## src/srpilux_pkg.sv

```systemverilog
// Shared types, constants and the voltage table lookup for the split-range light controller.
package srpilux_pkg;

    localparam int TABLE_ENTRIES_DEF = 11;

    localparam int ADDR_W = 6;
    localparam int DATA_W = 64;
    localparam int MUL_W  = 27;
    localparam int PROD_W = 2 * MUL_W;
    localparam int POS_W  = 27;

    localparam logic [2:0] REG_AUTO_MODE    = 3'd0;
    localparam logic [2:0] REG_TARGET_LEVEL = 3'd1;
    localparam logic [2:0] REG_PROP_GAIN    = 3'd2;
    localparam logic [2:0] REG_INTEG_GAIN   = 3'd3;
    localparam logic [2:0] REG_DWELL_MS     = 3'd4;
    localparam logic [2:0] REG_VOLT_LO      = 3'd5;
    localparam logic [2:0] REG_VOLT_HI      = 3'd6;

    localparam logic [15:0] TARGET_RESET = 16'd500;
    localparam logic [15:0] PROP_RESET   = 16'd3277;
    localparam logic [15:0] INTEG_RESET  = 16'd328;
    localparam logic [31:0] DWELL_RESET  = 32'd10000;

    localparam logic [23:0] PCT_MAX      = 24'd13107200;
    localparam logic [23:0] PCT_HUNDRED  = 24'd6553600;
    localparam logic [23:0] PCT_HANDOVER = 24'd6225920;
    localparam logic [22:0] PCT_LOW_LED  = 23'd1638400;
    localparam logic [22:0] PCT_TEN      = 23'd655360;
    localparam logic [9:0]  VOLT_FULL    = 10'd1000;
    localparam logic [26:0] RECIP_TEN    = 27'd53687092;
    localparam logic [26:0] RECIP_HUNDRED = 27'd167773;

    localparam logic signed [16:0] ERR_WIDE  = 17'sd150;
    localparam logic signed [16:0] ERR_SMALL = 17'sd5;

    typedef struct packed {
        logic [15:0] lux_sample;
        logic [31:0] now_ms;
    } sample_t;

    typedef struct packed {
        logic [9:0] foil_voltage;
        logic [9:0] led_compare;
        logic       lockout;
    } result_t;

    typedef enum logic [14:0] {
        ST_IDLE = 15'b000000000000001,
        ST_ERR  = 15'b000000000000010,
        ST_MI   = 15'b000000000000100,
        ST_IACC = 15'b000000000001000,
        ST_EFF  = 15'b000000000010000,
        ST_BR   = 15'b000000000100000,
        ST_LED  = 15'b000000001000000,
        ST_POS  = 15'b000000010000000,
        ST_DIV  = 15'b000000100000000,
        ST_MA   = 15'b000001000000000,
        ST_MB   = 15'b000010000000000,
        ST_SUM  = 15'b000100000000000,
        ST_Q    = 15'b001000000000000,
        ST_VOLT = 15'b010000000000000,
        ST_DONE = 15'b100000000000000
    } state_t;

    function automatic logic [9:0] table_entry(input logic [59:0] lo, input logic [49:0] hi,
                                               input logic [3:0] k);
        logic [9:0] v;
        case (k)
            4'd0:    v = lo[9:0];
            4'd1:    v = lo[19:10];
            4'd2:    v = lo[29:20];
            4'd3:    v = lo[39:30];
            4'd4:    v = lo[49:40];
            4'd5:    v = lo[59:50];
            4'd6:    v = hi[9:0];
            4'd7:    v = hi[19:10];
            4'd8:    v = hi[29:20];
            4'd9:    v = hi[39:30];
            4'd10:   v = hi[49:40];
            default: v = 10'd0;
        endcase
        return v;
    endfunction

endpackage

```

## src/split_range_pi_lux_controller.sv

```systemverilog
// Top level of the split-range PI light controller with its sequencer and shared multiplier.
// Manual mode goes from ERR straight to DONE. Effort above 100 percent takes the LED step after BR.
// Interpolation: the subtract loop over segments finds the segment, then MA, MB, SUM, Q and VOLT run.
// Every product goes through the one registered multiplier; one item is in work at a time.
// Reset clears the controller state and loads the register defaults; no result is pending.
module split_range_pi_lux_controller
    import srpilux_pkg::*;
#(
    parameter int TABLE_ENTRIES = TABLE_ENTRIES_DEF
)
(
    input  logic              clk,
    input  logic              rst_n,
    input  logic              smp_valid,
    output logic              smp_ready,
    input  sample_t           smp_data,
    output logic              res_valid,
    input  logic              res_ready,
    output result_t           res_data,
    input  logic              psel,
    input  logic              penable,
    input  logic              pwrite,
    input  logic [ADDR_W-1:0] paddr,
    input  logic [DATA_W-1:0] pwdata,
    output logic [DATA_W-1:0] prdata,
    output logic              pready
);

    localparam int SEGS  = TABLE_ENTRIES - 1;
    localparam int IDX_W = $clog2(TABLE_ENTRIES);
    localparam logic [POS_W-1:0] SPAN = POS_W'(PCT_HUNDRED);

    logic        auto_mode_reg;
    logic [15:0] target_level_reg;
    logic [15:0] prop_gain_reg;
    logic [15:0] integ_gain_reg;
    logic [31:0] dwell_ms_reg;
    logic [59:0] volt_lo_reg;
    logic [49:0] volt_hi_reg;

    state_t      state_reg, state_next;
    sample_t     smp_reg;
    logic [23:0] integ_acc_reg;
    logic [22:0] led_level_reg;
    logic        led_was_lit_reg;
    logic [31:0] switch_time_reg;
    logic [9:0]  held_voltage_reg;
    logic        lock_reg;
    logic signed [16:0] err_reg;
    logic [23:0] effort_reg;
    logic [POS_W-1:0] rem_reg;
    logic [IDX_W-1:0] idx_reg;
    logic [33:0] acc_reg;
    logic [16:0] v_reg;
    logic signed [PROD_W-1:0] prod_reg;

    logic signed [MUL_W-1:0] mul_a, mul_b;
    logic        wr_en;
    logic        lit;
    logic [31:0] sw_new;
    logic        lock_new;
    logic signed [16:0] err_raw, err_dz;
    logic        zone;
    logic signed [35:0] isum;
    logic [23:0] eff_diff;
    logic [26:0] eff_x9;
    logic [24:0] led_sum;
    logic [34:0] vsum;
    logic [9:0]  entry_a, entry_b, entry_s;
    logic [26:0] led_x10;

    assign pready = 1'b1;
    assign wr_en  = psel && penable && pwrite;
    assign smp_ready = (state_reg == ST_IDLE);

    always_comb
    begin
        case (paddr[5:3])
            REG_AUTO_MODE:    prdata = DATA_W'(auto_mode_reg);
            REG_TARGET_LEVEL: prdata = DATA_W'(target_level_reg);
            REG_PROP_GAIN:    prdata = DATA_W'(prop_gain_reg);
            REG_INTEG_GAIN:   prdata = DATA_W'(integ_gain_reg);
            REG_DWELL_MS:     prdata = DATA_W'(dwell_ms_reg);
            REG_VOLT_LO:      prdata = DATA_W'(volt_lo_reg);
            REG_VOLT_HI:      prdata = DATA_W'(volt_hi_reg);
            default:          prdata = '0;
        endcase
    end

    always_ff @(posedge clk or negedge rst_n)
    begin
        if (!rst_n)
        begin
            auto_mode_reg    <= 1'b1;
            target_level_reg <= TARGET_RESET;
            prop_gain_reg    <= PROP_RESET;
            integ_gain_reg   <= INTEG_RESET;
            dwell_ms_reg     <= DWELL_RESET;
            volt_lo_reg      <= '0;
            volt_hi_reg      <= '0;
        end
        else if (wr_en)
        begin
            case (paddr[5:3])
                REG_AUTO_MODE:    auto_mode_reg    <= pwdata[0];
                REG_TARGET_LEVEL: target_level_reg <= pwdata[15:0];
                REG_PROP_GAIN:    prop_gain_reg    <= pwdata[15:0];
                REG_INTEG_GAIN:   integ_gain_reg   <= pwdata[15:0];
                REG_DWELL_MS:     dwell_ms_reg     <= pwdata[31:0];
                REG_VOLT_LO:      volt_lo_reg      <= pwdata[59:0];
                REG_VOLT_HI:      volt_hi_reg      <= pwdata[49:0];
                default:          ;
            endcase
        end
    end

    // Lockout test against the switch time as it stands after this sample's update.
    assign lit      = (led_level_reg != '0);
    assign sw_new   = (auto_mode_reg && (lit != led_was_lit_reg)) ? smp_reg.now_ms
                                                                  : switch_time_reg;
    assign lock_new = ((smp_reg.now_ms - sw_new) < dwell_ms_reg);

    assign err_raw = $signed({1'b0, target_level_reg}) - $signed({1'b0, smp_reg.lux_sample});
    assign zone    = (integ_acc_reg >= PCT_HANDOVER) || lit;

    always_comb
    begin
        err_dz = err_raw;
        if (zone)
        begin
            if (!lit)
            begin
                if ((err_raw > 0) && ((err_raw <= ERR_WIDE) || lock_new))
                begin
                    err_dz = '0;
                end
            end
            else if (led_level_reg <= PCT_LOW_LED)
            begin
                if ((err_raw < 0) && ((err_raw >= -ERR_WIDE) || lock_new))
                begin
                    err_dz = '0;
                end
            end
        end
        else if ((err_raw > -ERR_SMALL) && (err_raw < ERR_SMALL))
        begin
            err_dz = '0;
        end
    end

    assign eff_diff = effort_reg - PCT_HUNDRED;
    assign eff_x9   = {eff_diff, 3'b000} + 27'(eff_diff);
    assign entry_a  = table_entry(volt_lo_reg, volt_hi_reg, 4'(idx_reg));
    assign entry_b  = table_entry(volt_lo_reg, volt_hi_reg, 4'(idx_reg + 1'b1));
    assign entry_s  = table_entry(volt_lo_reg, volt_hi_reg, 4'(SEGS));

    always_comb
    begin
        case (state_reg)
            ST_MI:
            begin
                mul_a = MUL_W'(err_reg);
                mul_b = $signed(MUL_W'(integ_gain_reg));
            end
            ST_IACC:
            begin
                mul_a = MUL_W'(err_reg);
                mul_b = $signed(MUL_W'(prop_gain_reg));
            end
            ST_BR:
            begin
                if (effort_reg > PCT_HUNDRED)
                begin
                    mul_a = $signed(eff_x9);
                    mul_b = $signed(RECIP_TEN);
                end
                else
                begin
                    mul_a = $signed(MUL_W'(effort_reg));
                    mul_b = $signed(MUL_W'(SEGS));
                end
            end
            ST_MA:
            begin
                mul_a = $signed(MUL_W'(entry_a));
                mul_b = $signed(MUL_W'(SPAN - rem_reg));
            end
            ST_MB:
            begin
                mul_a = $signed(MUL_W'(entry_b));
                mul_b = $signed(MUL_W'(rem_reg));
            end
            ST_Q:
            begin
                mul_a = $signed(MUL_W'(v_reg));
                mul_b = $signed(RECIP_HUNDRED);
            end
            default:
            begin
                mul_a = '0;
                mul_b = '0;
            end
        endcase
    end

    always_ff @(posedge clk)
    begin
        prod_reg <= mul_a * mul_b;
    end

    assign isum    = (state_reg == ST_IACC) ? $signed({12'd0, integ_acc_reg}) + prod_reg[35:0]
                                            : $signed({12'd0, integ_acc_reg}) + prod_reg[35:0];
    assign led_sum = 25'(PCT_TEN) + 25'(prod_reg[52:29]);
    assign vsum    = 35'(acc_reg) + 35'(prod_reg[33:0]);
    assign led_x10 = {1'b0, led_level_reg, 3'b000} + {3'b000, led_level_reg, 1'b0};

    always_comb
    begin
        state_next = state_reg;
        case (state_reg)
            ST_IDLE: if (smp_valid) state_next = ST_ERR;
            ST_ERR:  state_next = auto_mode_reg ? ST_MI : ST_DONE;
            ST_MI:   state_next = ST_IACC;
            ST_IACC: state_next = ST_EFF;
            ST_EFF:  state_next = ST_BR;
            ST_BR:   state_next = (effort_reg > PCT_HUNDRED) ? ST_LED : ST_POS;
            ST_LED:  state_next = ST_DONE;
            ST_POS:  state_next = ST_DIV;
            ST_DIV:
            begin
                if (rem_reg < SPAN)
                begin
                    state_next = (idx_reg == IDX_W'(SEGS)) ? ST_DONE : ST_MA;
                end
            end
            ST_MA:   state_next = ST_MB;
            ST_MB:   state_next = ST_SUM;
            ST_SUM:  state_next = ST_Q;
            ST_Q:    state_next = ST_VOLT;
            ST_VOLT: state_next = ST_DONE;
            ST_DONE: if (!res_valid || res_ready) state_next = ST_IDLE;
            default: state_next = ST_IDLE;
        endcase
    end

    always_ff @(posedge clk or negedge rst_n)
    begin
        if (!rst_n)
        begin
            state_reg        <= ST_IDLE;
            integ_acc_reg    <= '0;
            led_level_reg    <= '0;
            led_was_lit_reg  <= 1'b0;
            switch_time_reg  <= '0;
            held_voltage_reg <= '0;
            res_valid        <= 1'b0;
        end
        else
        begin
            state_reg <= state_next;
            if ((state_reg == ST_DONE) && (!res_valid || res_ready))
            begin
                res_valid <= 1'b1;
            end
            else if (res_valid && res_ready)
            begin
                res_valid <= 1'b0;
            end
            case (state_reg)
                ST_ERR:
                begin
                    if (auto_mode_reg)
                    begin
                        switch_time_reg <= sw_new;
                        led_was_lit_reg <= lit;
                    end
                end
                ST_IACC:
                begin
                    if (isum < 0)
                    begin
                        integ_acc_reg <= '0;
                    end
                    else if (isum > $signed({12'd0, PCT_MAX}))
                    begin
                        integ_acc_reg <= PCT_MAX;
                    end
                    else
                    begin
                        integ_acc_reg <= isum[23:0];
                    end
                end
                ST_LED:
                begin
                    held_voltage_reg <= VOLT_FULL;
                    led_level_reg    <= (led_sum > 25'(PCT_HUNDRED)) ? PCT_HUNDRED[22:0]
                                                                     : led_sum[22:0];
                end
                ST_DIV:
                begin
                    if ((rem_reg >= SPAN) == 1'b0 && idx_reg == IDX_W'(SEGS))
                    begin
                        held_voltage_reg <= entry_s;
                        led_level_reg    <= '0;
                    end
                end
                ST_VOLT:
                begin
                    held_voltage_reg <= prod_reg[33:24];
                    led_level_reg    <= '0;
                end
                default: ;
            endcase
        end
    end

    always_ff @(posedge clk)
    begin
        if (smp_valid && smp_ready)
        begin
            smp_reg <= smp_data;
        end
        case (state_reg)
            ST_ERR:
            begin
                err_reg  <= err_dz;
                lock_reg <= lock_new;
            end
            ST_EFF:
            begin
                if (isum < 0)
                begin
                    effort_reg <= '0;
                end
                else if (isum > $signed({12'd0, PCT_MAX}))
                begin
                    effort_reg <= PCT_MAX;
                end
                else
                begin
                    effort_reg <= isum[23:0];
                end
            end
            ST_POS:
            begin
                rem_reg <= prod_reg[POS_W-1:0];
                idx_reg <= '0;
            end
            ST_DIV:
            begin
                if (rem_reg >= SPAN)
                begin
                    rem_reg <= rem_reg - SPAN;
                    idx_reg <= idx_reg + 1'b1;
                end
            end
            ST_MB:   acc_reg <= prod_reg[33:0];
            ST_SUM:  v_reg   <= vsum[32:16];
            ST_DONE:
            begin
                if (!res_valid || res_ready)
                begin
                    res_data.foil_voltage <= held_voltage_reg;
                    res_data.led_compare  <= led_x10[25:16];
                    res_data.lockout      <= lock_reg;
                end
            end
            default: ;
        endcase
    end

endmodule

```

## config.mk

```make
export PLATFORM = sky130hd
export DESIGN_NAME = split_range_pi_lux_controller
export DESIGN_NICKNAME = d
export VERILOG_FILES = /design/src/srpilux_pkg.sv /design/src/split_range_pi_lux_controller.sv
export SDC_FILE = /design/constraint.sdc
export NUM_CORES = 2
export LEC_CHECK = 0
export ABC_AREA = 1
export BUFFER_PORTS_ARGS = -buffer_cell sky130_fd_sc_hd__buf_2
export CAP_MARGIN = 20
export CORE_ASPECT_RATIO = 0.75
export CORE_UTILIZATION = 31
export CTS_BUF_LIST = sky130_fd_sc_hd__clkbuf_4 sky130_fd_sc_hd__clkbuf_8
export CTS_CLUSTER_DIAMETER = 50
export DETAILED_ROUTE_END_ITERATION = 6
export PLACE_DENSITY = 0.49
export SLEW_MARGIN = 10
export SYNTH_ARGS = -nofsm -noshare
export SYNTH_HDL_FRONTEND = slang
export SYNTH_SLANG_ARGS = --single-unit
export TNS_END_PERCENT = 5
```

## constraint.sdc

```tcl
create_clock -name clk -period 9.4 [get_ports clk]
set_clock_uncertainty 0.15 [all_clocks]
set_input_delay 0.47 -clock clk [delete_from_list [all_inputs] [get_ports clk]]
set_output_delay 0.47 -clock clk [all_outputs]
set_load 0.05 [all_outputs]
```

==> out/metrics.csv <==
stage,metric,value,unit
sta,finalSetupViolCount,0,
floorplan,std_cell_rows,138,
yosys,synthArstFlopShare,54.8,%
final_layout,fill_cells,19600,
cts,cts-root-buf,clkbuf_8,
final_layout,finalNetCount,9105,
placed_design,port_buffers,200,
yosys,ys_warn_count,0,
route,dr.pass1.iters,7,
placed_design,dp_hpwl,190000,µm
route,drtIter0Drc,4727,
global_routing,grt_antenna_before_repair,16,
critical_path,path_max_fanout,10,
yosys,ys_ff_latch,542,
sta,slew_headroom,28.4,%
route,routed_wl,225000,µm
floorplan,die_area,192000,µm²
route,vias,51200,
route,wire_per_inst,21.5,µm
power,p_leak,34.9,nW
route,ant_nets,0,
critical_path,max_stage_delay,0.65,ns
critical_path,crit_path_frequent_cell,fa_1,
yosys,netlist_instances,7124,
placed_design,place_inst,10100,
floorplan,die_y,380,µm
cts,clk_latency,0.83,ns
global_routing,grt_pass1_wl,332000,µm
power,power.total,9.15,mW
yosys,ys_types,85,
placed_design,pre_cts_slack,-0.105,ns
cts,htreeDepth,3,
sta,worst_pin_slew,1.07,ns
status,violations,DRC,
status,status,finished with violations,
sta,holdWs,0.206,ns
critical_path,worst_ep_arrival_time,9.74,ns
cts,cts.sinks,542,
power,p_per_area,131,nW/µm²
sta,setup-tns-final,0,ns
placed_design,dpl_cell_area,65900,µm²
final_layout,final_util,37.2,%
cts,cts_tree,built,
critical_path,crit_slowest_cell,fa_2,
final_layout,drive_gt1_share,14.4,%
sta,final.min_clock_period,9.16,ns
critical_path,path_class,reg -> reg,
critical_path,critPathCapture,prod_reg[48],
floorplan,io_pins,213,
floorplan,start_util,31.2,%
sta,rsz0062_at_grt,true,
critical_path,startpoint,state_reg[8],
critical_path,crit_path_start_kind,register,
global_routing,grt-ovfl-total,0,
route,drc,30,
yosys,avgSynthCellArea,8.27,µm²
yosys,ys_seq_area_share,24.3,%
yosys,synth-edff-count,192,
placed_design,gp_congestion,0.969,
hold_path,hp-class,in -> reg,
sta,max_freq,0.109,GHz
floorplan,die_width,505,µm
critical_path,ff2ff_setup_slack,0.24,ns
floorplan,design.core.area,189000,µm²
job,cap_violations,0,
final_layout,largest_reg_flops,60,
critical_path,rr_worst_depth,34,
critical_path,cp-end-kind,register,
cts,clkTransAtPathRegs,0.07,ns
yosys,syn_area,58900,µm²
global_routing,grt_start_max_net_pins,145,
final_layout,layout.cells.non_filler,10500,
critical_path,crit_required,9.98,ns
critical_path,r2r_start,state_reg[8],
sta,finalCritPeriodShare,97.4,%
power,ir_worst_vdd,98.3,µV
final_layout,areaGrowthSynthToFinish,19.1,%
route,viasPerCell,4.88,
global_routing,grt_util_all_layers,23.3,%
cts,cts.path.max_buffers,3,
critical_path,timing.rr.end,prod_reg[48],
yosys,synth_ff_type,dfrtp_1,
global_routing,grt_pass1_vias,50900,
cts,numCtsBuffers,95,
sta,hold_viol,0,
final_layout,final_cell_area,70100,µm²
sta,drv_slew,0,
sta,fin_ws,0.242,ns
[cells in the mapped netlist (all sizes together), types with 4 or more instances]
cell	number	share of area [%]
nor2	549	3.8
nand4	95	1.0
mux2	5	0.096
inv	1632	10
xnor2	57	0.86
and3	7	0.074
and2	7	0.074
o221ai	27	0.40
a21oi	294	2.5
ha	343	7.3
nand3b	11	0.14
nor4	32	0.38
nand3	190	1.7
o211ai	24	0.35
xor2	95	1.4
a31oi	36	0.41
fa	757	26
o31ai	8	0.10
o21bai	11	0.14
dfstp	23	1.0
o22ai	110	1.2
edfxtp	192	9.8
o21a	12	0.15
a21o	17	0.22
a221oi	36	0.55
a211oi	8	0.11
dfxtp	53	1.8
dfrtp	274	12
o21ai	385	3.3
clkinv	6	0.047
a22oi	4	0.051
a22o	6	0.089
buf	99	0.98
a311oi	4	0.089
or2	15	0.16
mux2i	30	0.51
o2111ai	18	0.28
a21boi	9	0.12
nand2	1476	9.5
clkbuf	87	0.55
nor3	63	0.62
[what timing repair did]
item	in CTS	in global routing
endpoints found under the hold margin	337	0
gates cloned	0	2
endpoints found under the setup margin	12	28
buffers inserted	2	38
resized for setup	6	134
pin swaps	0	24
hold buffers	115	0
[worst min-delay path by stage]
stage,startpoint,end,slack (ns),cells past startpoint
2_1_floorplan,rst_n,dwell_ms_reg[0],0.02,0
3_3_place_gp,lock_reg,res_data[0],0.26,0
3_5_place_dp,lock_reg,res_data[0],0.26,0
4_1_cts,smp_data[26],smp_reg[26],0.15,2
5_1_grt,smp_data[26],smp_reg[26],0.16,2
6_report,smp_data[26],smp_reg[26],0.21,2
[worst max-delay path: cells and delay by family, from the launching register on]
kind | cells | cell delay (ns)
DFF | 1 | 0.42
AOI/OAI and AO/OA | 5 | 0.96
xor gates and xnor gates | 1 | 0.14
adders and majority gates | 8 | 3.91
buffers and inverters | 8 | 1.35
and+or+nand+nor | 12 | 2.11
[report_power, final]
part | switching [mW] | internal, mW
registers | 0.270 | 2.80
logic | 2.38 | 1.23
clock network | 1.09 | 1.38
total | 3.75 | 5.41
[layer usage]
metal / GRT usage (%) / routed length, µm / part of all wire [%] / up-vias
met2: 30.1 / 84300 / 37 / 1858
met3: 8.01 / 24100 / 11 / 213
met1: 36.3 / 113000 / 50 / 25400
met5: 1.19 / 363 / 0.16 / -
met4: 4.36 / 3910 / 1.7 / 10
li1: - / - / - / 23700
[cell families (layout without fill, tap and decap cells)]
kind of cell	Yosys count	after routing	share of synthesized area, %
muxes	35	35	0.605
buffers and inverters	1824	2583	12.0
xor gates and xnor gates	152	152	2.29
AOI/OAI and AO/OA	1022	1022	10.3
and+or+nand+nor	2447	2449	17.6
adders and majority gates	1100	1100	33.0
other	2	82	0.0127
DFF	542	542	24.3
[placed cells by master, fill, tap and decap left out, types with 29 or more instances in the layout]
cell	netlist	routed
dlygate4sd3_1	0	115
xnor2_1	56	56
clkbuf_8	0	117
a31oi_1	33	29
edfxtp_1	192	192
a21oi_1	293	276
nand4_1	92	92
dfrtp_1	274	274
buf_2	71	199
nand3_1	179	174
buf_4	15	420
inv_2	45	55
fa_1	757	748
a221oi_1	35	34
ha_1	343	328
o22ai_1	110	107
xor2_1	94	93
nor2_1	510	494
inv_1	1586	1573
nor2_2	27	39
o21ai_0	370	360
dfxtp_1	53	53
nor3_1	55	49
nand2_1	1451	1436
mux2i_1	30	30
clkbuf_4	0	35
nand2_2	23	36
conb_1	2	77
[final cells by class]
class                      count  area, µm²  share of cell area [%]
antenna                        5       12.5                  0.0178
clock buffer                 152       1870                    2.67
clock inverter                25        256                   0.366
inverter                    1638       6160                    8.79
multi-input combinational   4835      38500                    54.9
sequential                   542      14300                    20.4
tap                         2520       3150                    4.50
timing repair buffer         768       5910                    8.43
(Power assumes the default switching activity.)
